==> config.mk <==
export PLATFORM = sky130hd
export DESIGN_NAME = two_wire_handshake_link
export DESIGN_NICKNAME = d
export VERILOG_FILES = /design/src/rtl/core/twhl_pkg.sv /design/src/rtl/core/twhl_send_queue.sv /design/src/rtl/core/twhl_link_fsm.sv /design/src/rtl/core/two_wire_handshake_link.sv
export SDC_FILE = /design/constraint.sdc
export NUM_CORES = 1
export LEC_CHECK = 0
export BUFFER_PORTS_ARGS = -buffer_cell sky130_fd_sc_hd__buf_2
export CORE_UTILIZATION = 65
export DETAILED_ROUTE_END_ITERATION = 16
export PLACE_DENSITY = 0.94
export SLEW_MARGIN = 20
export SYNTH_ARGS = -nofsm -noshare
export SYNTH_HDL_FRONTEND = slang
export SYNTH_HIERARCHICAL = 1
export SYNTH_SLANG_ARGS = --single-unit
==> constraint.sdc <==
create_clock -name clock -period 6.97 [get_ports clock]
set_clock_uncertainty 0.05 [all_clocks]
set_input_delay 1.394 -clock clock [delete_from_list [all_inputs] [get_ports clock]]
set_output_delay 1.394 -clock clock [all_outputs]
set_load 0.02 [all_outputs]
==> src/rtl/core/twhl_pkg.sv <==
`timescale 1ns / 1ps
// ----------------------------------------------------------------------------
// twhl_pkg
// Shared types and constants of the two-wire handshake link.
// ----------------------------------------------------------------------------
package twhl_pkg;

   // Sampled line levels packed as {A, B}, 1 = line high.
   typedef logic [1:0] line_level_type;

   localparam line_level_type LV_BOTH_HIGH = 2'b11;
   localparam line_level_type LV_ONLY_A    = 2'b10;
   localparam line_level_type LV_ONLY_B    = 2'b01;
   localparam line_level_type LV_BOTH_LOW  = 2'b00;

   // Bits in one transferred byte.
   localparam int BYTE_BITS = 8;

   // Handshake wait limit after reset.
   localparam logic [15:0] TIMEOUT_RESET = 16'd100;

   // Send queue view offered to the link state machine.
   typedef struct packed {
      logic       nonempty;
      logic [7:0] head_data;
   } queue_status_type;

   // Link state machine part of one result transaction.
   typedef struct packed {
      logic       pull_a_low;
      logic       pull_b_low;
      logic       recv_valid;
      logic [7:0] recv_byte;
      logic [7:0] noise_tally;
      logic [7:0] timeout_tally;
      logic       link_busy;
   } link_result_type;

endpackage

==> src/rtl/core/twhl_send_queue.sv <==
`timescale 1ns / 1ps
// ----------------------------------------------------------------------------
// twhl_send_queue
// Circular byte queue for transmission with a registered head read.
// ----------------------------------------------------------------------------
module twhl_send_queue #(
   parameter int DEPTH = 16
) (
   input  logic                        clock,
   input  logic                        reset,
   input  logic                        step,
   input  logic                        pop,
   input  logic                        push,
   input  logic [7:0]                  push_byte,
   output twhl_pkg::queue_status_type  status,
   output logic                        overflow,
   output logic [4:0]                  fill
);
   import twhl_pkg::*;

   localparam int AW = (DEPTH > 1) ? $clog2(DEPTH) : 1;
   localparam int LW = $clog2(DEPTH + 1);

   logic [7:0]    mem [DEPTH];
   logic [7:0]    head_data_ff;
   logic [AW-1:0] head_ff, head_in;
   logic [AW-1:0] tail_ff, tail_in;
   logic [LW-1:0] level_ff, level_in;
   logic          full;
   logic          do_pop;
   logic          do_push;

   // A byte leaves before the offered one is stored, so a full queue that is
   // read in the same transaction still takes the offer.
   assign full     = (level_ff == LW'(DEPTH));
   assign overflow = push && full && !pop;
   assign do_pop   = step && pop;
   assign do_push  = step && push && !(full && !pop);

   // Pointer and level update with wrap at the queue depth.
   always_comb begin
      head_in  = head_ff;
      tail_in  = tail_ff;
      level_in = level_ff;
      if (do_pop) begin
         head_in = (head_ff == AW'(DEPTH - 1)) ? '0 : head_ff + 1'b1;
      end
      if (do_push) begin
         tail_in = (tail_ff == AW'(DEPTH - 1)) ? '0 : tail_ff + 1'b1;
      end
      if (do_push && !do_pop) begin
         level_in = level_ff + 1'b1;
      end else if (do_pop && !do_push) begin
         level_in = level_ff - 1'b1;
      end
   end

   always_ff @(posedge clock) begin
      if (reset) begin
         head_ff  <= '0;
         tail_ff  <= '0;
         level_ff <= '0;
      end else begin
         head_ff  <= head_in;
         tail_ff  <= tail_in;
         level_ff <= level_in;
      end
   end

   // Storage write and head read; a byte written into the new head slot is
   // forwarded so the registered head always matches the stored entry.
   always_ff @(posedge clock) begin
      if (do_push) begin
         mem[tail_ff] <= push_byte;
      end
      if (do_push && (tail_ff == head_in)) begin
         head_data_ff <= push_byte;
      end else begin
         head_data_ff <= mem[head_in];
      end
   end

   assign status.nonempty  = (level_ff != '0);
   assign status.head_data = head_data_ff;
   assign fill             = 5'(level_in);

endmodule

==> src/rtl/core/twhl_link_fsm.sv <==
`timescale 1ns / 1ps
// ----------------------------------------------------------------------------
// twhl_link_fsm
// Four-phase dual-rail handshake state machine for sending and receiving.
// ----------------------------------------------------------------------------
module twhl_link_fsm (
   input  logic                        clock,
   input  logic                        reset,
   input  logic                        step,
   input  twhl_pkg::line_level_type    line_level,
   input  logic [15:0]                 timeout_ticks,
   input  twhl_pkg::queue_status_type  queue_status,
   output logic                        pop,
   output twhl_pkg::link_result_type   result
);
   import twhl_pkg::*;

   typedef enum logic [2:0] {
      PH_IDLE,
      PH_TX_READY,
      PH_TX_ACK,
      PH_TX_REL,
      PH_RX_ONE,
      PH_RX_ZERO,
      PH_RX_REL
   } phase_type;

   phase_type   phase_ff, phase_in;
   logic [15:0] wait_ff, wait_in;
   logic [7:0]  recv_shift_ff, recv_shift_in;
   logic [2:0]  recv_bits_ff, recv_bits_in;
   logic [7:0]  send_shift_ff, send_shift_in;
   logic [3:0]  send_bits_ff, send_bits_in;
   logic [7:0]  noise_ff, noise_in;
   logic [7:0]  timeouts_ff, timeouts_in;
   logic [15:0] limit;
   logic [15:0] wait_inc;
   logic        expired;
   logic        rx_done;
   logic        rx_bit;
   logic        take_rx;

   // Shared wait timer: a zero limit behaves as one tick.
   assign limit    = (timeout_ticks == 16'd0) ? 16'd1 : timeout_ticks;
   assign wait_inc = wait_ff + 16'd1;
   assign expired  = (wait_inc >= limit) || (wait_inc == 16'd0);

   // Next state of the handshake for the current transaction.
   always_comb begin
      phase_in      = phase_ff;
      wait_in       = wait_ff;
      recv_shift_in = recv_shift_ff;
      recv_bits_in  = recv_bits_ff;
      send_shift_in = send_shift_ff;
      send_bits_in  = send_bits_ff;
      noise_in      = noise_ff;
      timeouts_in   = timeouts_ff;
      pop           = 1'b0;
      take_rx       = 1'b0;
      rx_bit        = 1'b0;
      rx_done       = 1'b0;

      case (phase_ff)
         PH_IDLE: begin
            if (line_level == LV_ONLY_A) begin
               phase_in = PH_RX_ONE;
               wait_in  = '0;
            end else if (line_level == LV_ONLY_B) begin
               phase_in = PH_RX_ZERO;
               wait_in  = '0;
            end else if (line_level == LV_BOTH_LOW) begin
               noise_in = noise_ff + 8'd1;
            end else if (send_bits_ff != 4'd0) begin
               phase_in = PH_TX_ACK;
               wait_in  = '0;
            end else if (queue_status.nonempty) begin
               pop           = 1'b1;
               send_shift_in = queue_status.head_data;
               send_bits_in  = 4'(BYTE_BITS);
               phase_in      = PH_TX_ACK;
               wait_in       = '0;
            end
         end
         PH_TX_READY: begin
            if (line_level == LV_BOTH_HIGH) begin
               phase_in = PH_TX_ACK;
               wait_in  = '0;
            end else if (expired) begin
               timeouts_in = timeouts_ff + 8'd1;
               phase_in    = PH_TX_ACK;
               wait_in     = '0;
            end else begin
               wait_in = wait_inc;
            end
         end
         PH_TX_ACK: begin
            if ((line_level == LV_BOTH_LOW) || expired) begin
               if (line_level != LV_BOTH_LOW) begin
                  timeouts_in = timeouts_ff + 8'd1;
               end
               send_shift_in = send_shift_ff >> 1;
               if (send_bits_ff != 4'd0) begin
                  send_bits_in = send_bits_ff - 4'd1;
               end
               phase_in = PH_TX_REL;
               wait_in  = '0;
            end else begin
               wait_in = wait_inc;
            end
         end
         PH_TX_REL: begin
            if (line_level == LV_BOTH_HIGH) begin
               phase_in = (send_bits_ff != 4'd0) ? PH_TX_ACK : PH_IDLE;
               wait_in  = '0;
            end else if (expired) begin
               timeouts_in = timeouts_ff + 8'd1;
               phase_in    = (send_bits_ff != 4'd0) ? PH_TX_READY : PH_IDLE;
               wait_in     = '0;
            end else begin
               wait_in = wait_inc;
            end
         end
         PH_RX_ONE: begin
            if ((line_level == LV_ONLY_B) || expired) begin
               if (line_level != LV_ONLY_B) begin
                  timeouts_in = timeouts_ff + 8'd1;
               end
               take_rx = 1'b1;
               rx_bit  = 1'b1;
            end else begin
               wait_in = wait_inc;
            end
         end
         PH_RX_ZERO: begin
            if ((line_level == LV_ONLY_A) || expired) begin
               if (line_level != LV_ONLY_A) begin
                  timeouts_in = timeouts_ff + 8'd1;
               end
               take_rx = 1'b1;
               rx_bit  = 1'b0;
            end else begin
               wait_in = wait_inc;
            end
         end
         PH_RX_REL: begin
            if ((line_level == LV_BOTH_HIGH) || expired) begin
               if (line_level != LV_BOTH_HIGH) begin
                  timeouts_in = timeouts_ff + 8'd1;
               end
               phase_in = PH_IDLE;
               wait_in  = '0;
            end else begin
               wait_in = wait_inc;
            end
         end
         default: begin
            phase_in = PH_IDLE;
            wait_in  = '0;
         end
      endcase

      // Shift a received bit in, least significant bit first.
      if (take_rx) begin
         recv_shift_in = {rx_bit, recv_shift_ff[7:1]};
         phase_in      = PH_RX_REL;
         wait_in       = '0;
         if (recv_bits_ff == 3'(BYTE_BITS - 1)) begin
            rx_done      = 1'b1;
            recv_bits_in = '0;
         end else begin
            recv_bits_in = recv_bits_ff + 3'd1;
         end
      end
   end

   // State is held across idle cycles and advances once per transaction.
   always_ff @(posedge clock) begin
      if (reset) begin
         phase_ff      <= PH_IDLE;
         wait_ff       <= '0;
         recv_shift_ff <= '0;
         recv_bits_ff  <= '0;
         send_shift_ff <= '0;
         send_bits_ff  <= '0;
         noise_ff      <= '0;
         timeouts_ff   <= '0;
      end else if (step) begin
         phase_ff      <= phase_in;
         wait_ff       <= wait_in;
         recv_shift_ff <= rx_done ? 8'd0 : recv_shift_in;
         recv_bits_ff  <= recv_bits_in;
         send_shift_ff <= send_shift_in;
         send_bits_ff  <= send_bits_in;
         noise_ff      <= noise_in;
         timeouts_ff   <= timeouts_in;
      end
   end

   // Drives and status reflect the state after this transaction.
   always_comb begin
      result.pull_a_low    = 1'b0;
      result.pull_b_low    = 1'b0;
      if (phase_in == PH_TX_ACK) begin
         result.pull_b_low = send_shift_in[0];
         result.pull_a_low = !send_shift_in[0];
      end else if (phase_in == PH_RX_ONE) begin
         result.pull_a_low = 1'b1;
      end else if (phase_in == PH_RX_ZERO) begin
         result.pull_b_low = 1'b1;
      end
      result.recv_valid    = rx_done;
      result.recv_byte     = rx_done ? recv_shift_in : 8'd0;
      result.noise_tally   = noise_in;
      result.timeout_tally = timeouts_in;
      result.link_busy     = (phase_in != PH_IDLE);
   end

endmodule

==> src/rtl/core/two_wire_handshake_link.sv <==
`timescale 1ns / 1ps
// A result transaction is presented in the cycle after its request is accepted.
// Throughput: one transaction per cycle; the single result register stalls the
// request side only while a held result is itself stalled.
// Reset: synchronous and active high; it clears the handshake state, counters and
// queue pointers and sets timeout_ticks to 100. Queue storage is not cleared.
// ----------------------------------------------------------------------------
// two_wire_handshake_link
// Dual-rail four-phase serial link over two open-drain lines with a send queue.
// ----------------------------------------------------------------------------
module two_wire_handshake_link #(
   parameter int SEND_QUEUE_DEPTH = 16
) (
   input  logic        clock,
   input  logic        reset,
   input  logic        req_valid,
   output logic        req_stall,
   input  logic        req_line_a_level,
   input  logic        req_line_b_level,
   input  logic        req_send_valid,
   input  logic [7:0]  req_send_byte,
   output logic        rsp_valid,
   input  logic        rsp_stall,
   output logic        rsp_pull_a_low,
   output logic        rsp_pull_b_low,
   output logic        rsp_recv_valid,
   output logic [7:0]  rsp_recv_byte,
   output logic        rsp_queue_overflow,
   output logic [4:0]  rsp_queue_fill,
   output logic [7:0]  rsp_noise_tally,
   output logic [7:0]  rsp_timeout_tally,
   output logic        rsp_link_busy,
   input  logic        csr_write_enable,
   input  logic [15:0] csr_write_data
);
   import twhl_pkg::*;

   logic             accept;
   logic             pop;
   queue_status_type queue_status;
   link_result_type  link_result;
   logic             overflow;
   logic [4:0]       fill;
   logic [15:0]      timeout_ff;
   logic             rsp_valid_ff, rsp_valid_in;
   link_result_type  rsp_link_ff;
   logic             rsp_overflow_ff;
   logic [4:0]       rsp_fill_ff;

   // A request transaction is taken unless a held result is stalled.
   assign req_stall = rsp_valid_ff && rsp_stall;
   assign accept    = req_valid && !req_stall;

   // Timeout configuration register.
   always_ff @(posedge clock) begin
      if (reset) begin
         timeout_ff <= TIMEOUT_RESET;
      end else if (csr_write_enable) begin
         timeout_ff <= csr_write_data;
      end
   end

   twhl_send_queue #(
      .DEPTH (SEND_QUEUE_DEPTH)
   ) u_queue (
      .clock     (clock),
      .reset     (reset),
      .step      (accept),
      .pop       (pop),
      .push      (req_send_valid),
      .push_byte (req_send_byte),
      .status    (queue_status),
      .overflow  (overflow),
      .fill      (fill)
   );

   twhl_link_fsm u_fsm (
      .clock         (clock),
      .reset         (reset),
      .step          (accept),
      .line_level    ({req_line_a_level, req_line_b_level}),
      .timeout_ticks (timeout_ff),
      .queue_status  (queue_status),
      .pop           (pop),
      .result        (link_result)
   );

   // Result register: loaded on accept, emptied when the result is taken.
   always_comb begin
      rsp_valid_in = rsp_valid_ff && rsp_stall;
      if (accept) begin
         rsp_valid_in = 1'b1;
      end
   end

   always_ff @(posedge clock) begin
      if (reset) begin
         rsp_valid_ff <= 1'b0;
      end else begin
         rsp_valid_ff <= rsp_valid_in;
      end
   end

   always_ff @(posedge clock) begin
      if (accept) begin
         rsp_link_ff     <= link_result;
         rsp_overflow_ff <= overflow;
         rsp_fill_ff     <= fill;
      end
   end

   assign rsp_valid          = rsp_valid_ff;
   assign rsp_pull_a_low     = rsp_link_ff.pull_a_low;
   assign rsp_pull_b_low     = rsp_link_ff.pull_b_low;
   assign rsp_recv_valid     = rsp_link_ff.recv_valid;
   assign rsp_recv_byte      = rsp_link_ff.recv_byte;
   assign rsp_queue_overflow = rsp_overflow_ff;
   assign rsp_queue_fill     = rsp_fill_ff;
   assign rsp_noise_tally    = rsp_link_ff.noise_tally;
   assign rsp_timeout_tally  = rsp_link_ff.timeout_tally;
   assign rsp_link_busy      = rsp_link_ff.link_busy;

   // The block never drives both lines low at once.
   assert property (@(posedge clock) disable iff (reset)
      rsp_valid |-> !(rsp_pull_a_low && rsp_pull_b_low))
      else $error("both line drives active");

   // With no transfer in progress both lines are released.
   assert property (@(posedge clock) disable iff (reset)
      (rsp_valid && !rsp_link_busy) |-> (!rsp_pull_a_low && !rsp_pull_b_low))
      else $error("line driven while link idle");

   // The received byte reads zero unless a byte completed.
   assert property (@(posedge clock) disable iff (reset)
      (rsp_valid && !rsp_recv_valid) |-> (rsp_recv_byte == 8'd0))
      else $error("received byte set without completion");

   // Every accepted request yields a result in the next cycle.
   assert property (@(posedge clock) disable iff (reset)
      accept |=> rsp_valid)
      else $error("accepted transaction produced no result");

endmodule

# Yosys cells after proc, flatten, opt, wreduce, memory -nomap -nowiden
# Memory sizes are Yosys's and may differ from the RTL's. A register that Yosys moved wholly into a read port is not among the register bits.
# Cells that the tools add are included.
# op_classes
add_sub_neg	9
mux	86
order_cmp	1
n_reduce_logical	36
eq_ne	30
# op_table
op	n
16-bit two-way mux	13
8-bit two-way mux	22
16-bit one-hot mux with 6 select lines	1
4-bit two-way mux	10
8-bit one-hot mux with 5 select lines	1
3-bit two-way mux	13
16-bit logical NOT	2
3-bit == test (second input constant)	6
1-bit two-way mux	18
3-bit one-hot mux with 6 select lines	1
16-bit by 1-bit adder with 16-bit output (second input constant)	1
8-bit by 1-bit adder with 8-bit output (second input constant)	2
16-bit >= comparator	1
8-bit one-hot mux with 2 select lines	1
2-bit != test (second input constant)	7
1-bit logical AND	10
5-bit two-way mux	2
3-bit by 2-bit == test with 1-bit output (second input constant)	3
9-bit AND reduction	1
4-bit by 1-bit adder with 4-bit output (second input constant)	2
4-bit == test (second input constant)	2
4-bit one-hot mux with 2 select lines	1
8-bit AND reduction	1
1-bit logical NOT	6
other kinds (24)	35
# totals
in_bits	32
elab_cells	186
regBits	122
mem_bits_rw	128
mem_count	1
out_inout_bits	36
# mem_list
name	depth	width	read_ports	rd_ports_with_merged_regs	wr	line	rtl
u_queue.mem	16	8	1	1	1	twhl_send_queue.sv:24	logic [7:0] mem [DEPTH];

# Longest topological paths before layout
# depth
depth_word	15
ltp_mapped	17
ltp_nobuf	14

# Cells and area by module
# Netlist, hierarchy kept.
# by_module_without_submodules
mod	seq_area_each_um2	n_inst	area_each_um2	cells_each
twhl_send_queue	4184.0	1	5874.4	319
twhl_link_fsm	1141.1	1	4344.2	571
two_wire_handshake_link	1361.3	1	1647.8	91

# Worst setup path after synthesis
# No wires, ideal clock.
# synth_timing
path_type	input to register
startpoint	input rsp_stall
endpoint	memory u_queue.mem[3][0], enable pin
t_arrival_ns	4.582
setup_time_ns	0.383
t_required_ns	6.537
path_buffers	1
path_slack_ns	1.955
stages	6
path_cell_list	and2_1 -> nor2b_1 -> clkbuf_8 -> nand3_1 -> a31o_2 -> nor3_1
# synth_between
elab_chain_cells	7
# synth_lines
element	line	rtl
from (decl)	two_wire_handshake_link.sv:23	input logic rsp_stall,
1-bit logical AND	two_wire_handshake_link.sv:51	assign req_stall = rsp_valid_ff && rsp_stall;
1-bit logical NOT	two_wire_handshake_link.sv:52	assign accept = req_valid && !req_stall;
1-bit logical AND	two_wire_handshake_link.sv:52	
net accept	two_wire_handshake_link.sv:38	logic accept;
1-bit logical AND (2 in a row)	twhl_send_queue.sv:38	assign do_push = step && push && !(full && !pop);
1-bit two-way mux	twhl_send_queue.sv:73	if (do_push) begin
1-bit two-way mux (implied by the code)	twhl_send_queue.sv:74	mem[tail_ff] <= push_byte;
to (decl)	twhl_send_queue.sv:24	
# The timed path passes the listed nets, and every way through them passes these cells.

==> flow_summary.json <==
{
  "timing_worst_setup_path_type": "flip-flop to flip-flop",
  "hold_buffers": 0,
  "dieArea_um2": 18800,
  "num_vias": 8243,
  "synth_nets": 1043,
  "routed_wl_um": 26100,
  "min-delay-start": "u_fsm/recv_shift_ff[1]",
  "path_cells": "ha_1 -> nand3_1 -> nor3_1 -> nand4_1 -> xnor2_1 -> ha_1 -> a21o_1 -> a21oi_1 -> o21ai_0 -> a21oi_1 -> o21a_1 -> a31oi_2 -> o211ai_1 -> o32ai_1",
  "async_flop_share_pct": 0,
  "avgSynthCellArea_um2": 12.1,
  "synth_ff_type": "edfxtp_1",
  "drc": 0,
  "clock_sinks": 253,
  "hold_path.class": "flip-flop to flip-flop",
  "p_total_mw": 3.27,
  "worst_hold_slack_ns": 0.400,
  "via_per_inst": 6.48,
  "fmax_mhz": 200,
  "worstPathArrival_ns": 5.20,
  "final_common_cell": "edfxtp_1",
  "netlist_area_um2": 11900,
  "yosys_register_bits": 253,
  "maxSlewViolCount": 0,
  "dp.cells": 1226,
  "synthCells": 981,
  "slew_headroom_pct": 37.6,
  "final.period_utilization_pct": 71.8,
  "fin_util_pct": 72.9,
  "crit_buf_inv": 0,
  "die_w_um": 137,
  "top_level_ports": 68,
  "clockBufferDepth": 3,
  "numPortBuffers": 67,
  "cts_tree": "built",
  "worst_setup_path_start_kind": "flip-flop",
  "slowest_stage": "o21a_1",
  "p_leak_nw": 4.80,
  "root_buffer": "clkbuf_16",
  "dpl_cell_area_um2": 12200,
  "yosysWarnings": 6,
  "rsz0062_at_grt": "no",
  "tightest_slew_ns": 0.933,
  "cts_resized": 0,
  "hpwlAfterDp_um": 17000,
  "insertion_delay_ns": 0.54,
  "setup_ws_ns": 1.97,
  "critPathMaxStageDelay_ns": 0.67,
  "run_status": "finished, final reports clean",
  "synth_edf_count": 162,
  "core_um2": 17900,
  "fin_tns_setup_ns": 0,
  "yosysTopAreaCellShare_pct": 41.0,
  "htree_levels": 1,
  "die-height_um": 137,
  "nNetsFinal": 1086,
  "drv_cap": 0,
  "antenna_found_initial": 0,
  "cts_setup_buffers": 0,
  "cts_buffers": 25,
  "drt_iter0_drc": 1133,
  "fillerInstances": 1089,
  "hold_path_end": "u_fsm/recv_shift_ff[1]",
  "ys_top_cells_by_area": "edfxtp_1, dfxtp_1, mux4_2, ha_1, nor2_1",
  "routabilityCongestion": 0.916,
  "hold_depth": 2,
  "yosys.area.top_type": "edfxtp_1",
  "r2r-start": "u_fsm/wait_ff[0]",
  "pre_cts_slack_ns": 2.12,
  "syn2layout_area_growth_pct": 9.96,
  "ys_seq_area_share_pct": 56.3,
  "fin_cells": 1273,
  "ff2ff_setup_slack_ns": 1.97,
  "grt_first_pass_wirelength_um": 40300,
  "worstPathMaxFanout": 22,
  "layout_common_cells": "edfxtp_1, dfxtp_1, nor2_1",
  "layout-drive-gt1-share_pct": 17.6,
  "fin_crit_ns": 5.00,
  "powerDensity_nw_per_um2": 250,
  "end_kind": "flip-flop",
  "grt-ovfl-total": 0,
  "ant_nets": 0,
  "rows": 49,
  "grt.total_usage_pct": 28.0,
  "post_drt_wl_per_cell_um": 20.5,
  "initial_core_util_pct": 66.3,
  "cp_top_family": "compound AO/OA/AOI/OAI gates",
  "ir_drop_mv": 0.272,
  "hold_viol": 0,
  "setup_viol": 0,
  "r2r_end": "rsp_pull_b_low",
  "worstPathRequired_ns": 7.17,
  "stdcell_area_um2": 13000,
  "grt_max_degree": 76,
  "first_pass_iters": 6,
  "reg2reg_depth": 14,
  "yosysUniqueCellTypes": 90,
  "clk_pin_slew_ns": 0.06,
  "grt_pass1_vias": 7742
}
==> cells by family (layout without fill, tap and decap cells) <==
logic type,after synthesis,after routing,share of synthesized area (%)
buffers and inverters,93,155,3.71
flip-flops,253,253,56.3
XOR/XNOR,43,43,3.17
AND/OR/NAND/NOR,335,335,14.7
other,0,1,0
multiplexers,55,55,8.11
adder cells (fa/ha/maj),30,30,3.16
AO/OA/AOI/OAI,172,172,10.8
==> layer usage <==
metal	vias to the layer above	global-route usage, %	part of all wire, %
li1	3767	-	-
met1	4007	36.4	40
met2	386	47.8	50
met3	83	3.89	6.1
met4	0	10.3	3.5
met5	-	0	0
==> registers in the layout, indices dropped and copies added (netlist names), 7 cells and up, named ones only <==
register and flops:
u_fsm/noise_ff 8, rsp_noise_tally 8, u_fsm/timeouts_ff 8, u_queue/mem 128, u_fsm/recv_shift_ff 7, rsp_timeout_tally 8, rsp_recv_byte 8, timeout_ff 16
u_fsm/send_shift_ff 8, u_fsm/wait_ff 16
==> worst max-delay path by stage <==
stage | end | slack, ns | from | cells past startpoint
2_1_floorplan | u_queue/mem[3][0] | 1.95 | rsp_stall | 6
3_3_place_gp | rsp_pull_b_low | 2.29 | u_fsm/wait_ff[0] | 14
3_5_place_dp | rsp_pull_b_low | 2.12 | u_fsm/wait_ff[0] | 14
4_1_cts | rsp_pull_b_low | 2.11 | u_fsm/wait_ff[0] | 14
5_1_grt | rsp_pull_b_low | 1.70 | u_fsm/wait_ff[0] | 14
6_report | rsp_pull_b_low | 1.97 | u_fsm/wait_ff[0] | 14
==> layout make-up <==
cell class	count	area, µm²	share of cell area [%]
inverters	35	131	1.01
clock buffers	32	662	5.07
repair buffers	74	388	2.97
multi-input cells	635	4750	36.4
flip-flops and latches	253	6690	51.3
well taps	229	287	2.20
clock inverters	14	143	1.09
diodes	1	2.50	0.0192
==> where the power goes <==
part	internal (mW)	switching (mW)	leakage, nW
Sequential	1.63	0.0282	2.23
Combinational	0.102	0.184	2.18
Clock	0.753	0.572	0.387
==> worst register-to-register path, delay by kind of cell, from the launching register on <==
family,cells,cell delay (ns)
adder cells (fa/ha/maj),2,0.60
XOR/XNOR,1,0.24
flip-flops,1,0.47
AO/OA/AOI/OAI,8,2.55
AND/OR/NAND/NOR,3,0.81
==> synthesized netlist by cell type (3+ instances only) <==
master    number
a211o_1        6
a211oi_1       7
a21o_1         6
a21oi_1       45
a221oi_2       7
a22oi_1       17
a31oi_1        4
and2_1        19
and3_1        31
and4_1         3
buf_1          5
buf_2          9
buf_4          4
buf_6          5
clkbuf_1      32
dfxtp_1       91
edfxtp_1     162
ha_1          30
inv_1         35
mux2_2         5
mux2i_1       17
mux4_2        32
nand2_1       73
nand2b_1       7
nand3_1       30
nand3b_1       3
nand4_1       26
nor2_1        80
nor2b_1       12
nor3_1        17
nor4_1         8
o211ai_1       8
o21a_1         5
o21ai_0       21
o21ai_1        4
o21bai_1       3
o22ai_1        3
or2_2          5
or3_1          4
xnor2_1       23
xor2_1        20
No activity file was read; power rests on OpenSTA's default activity.
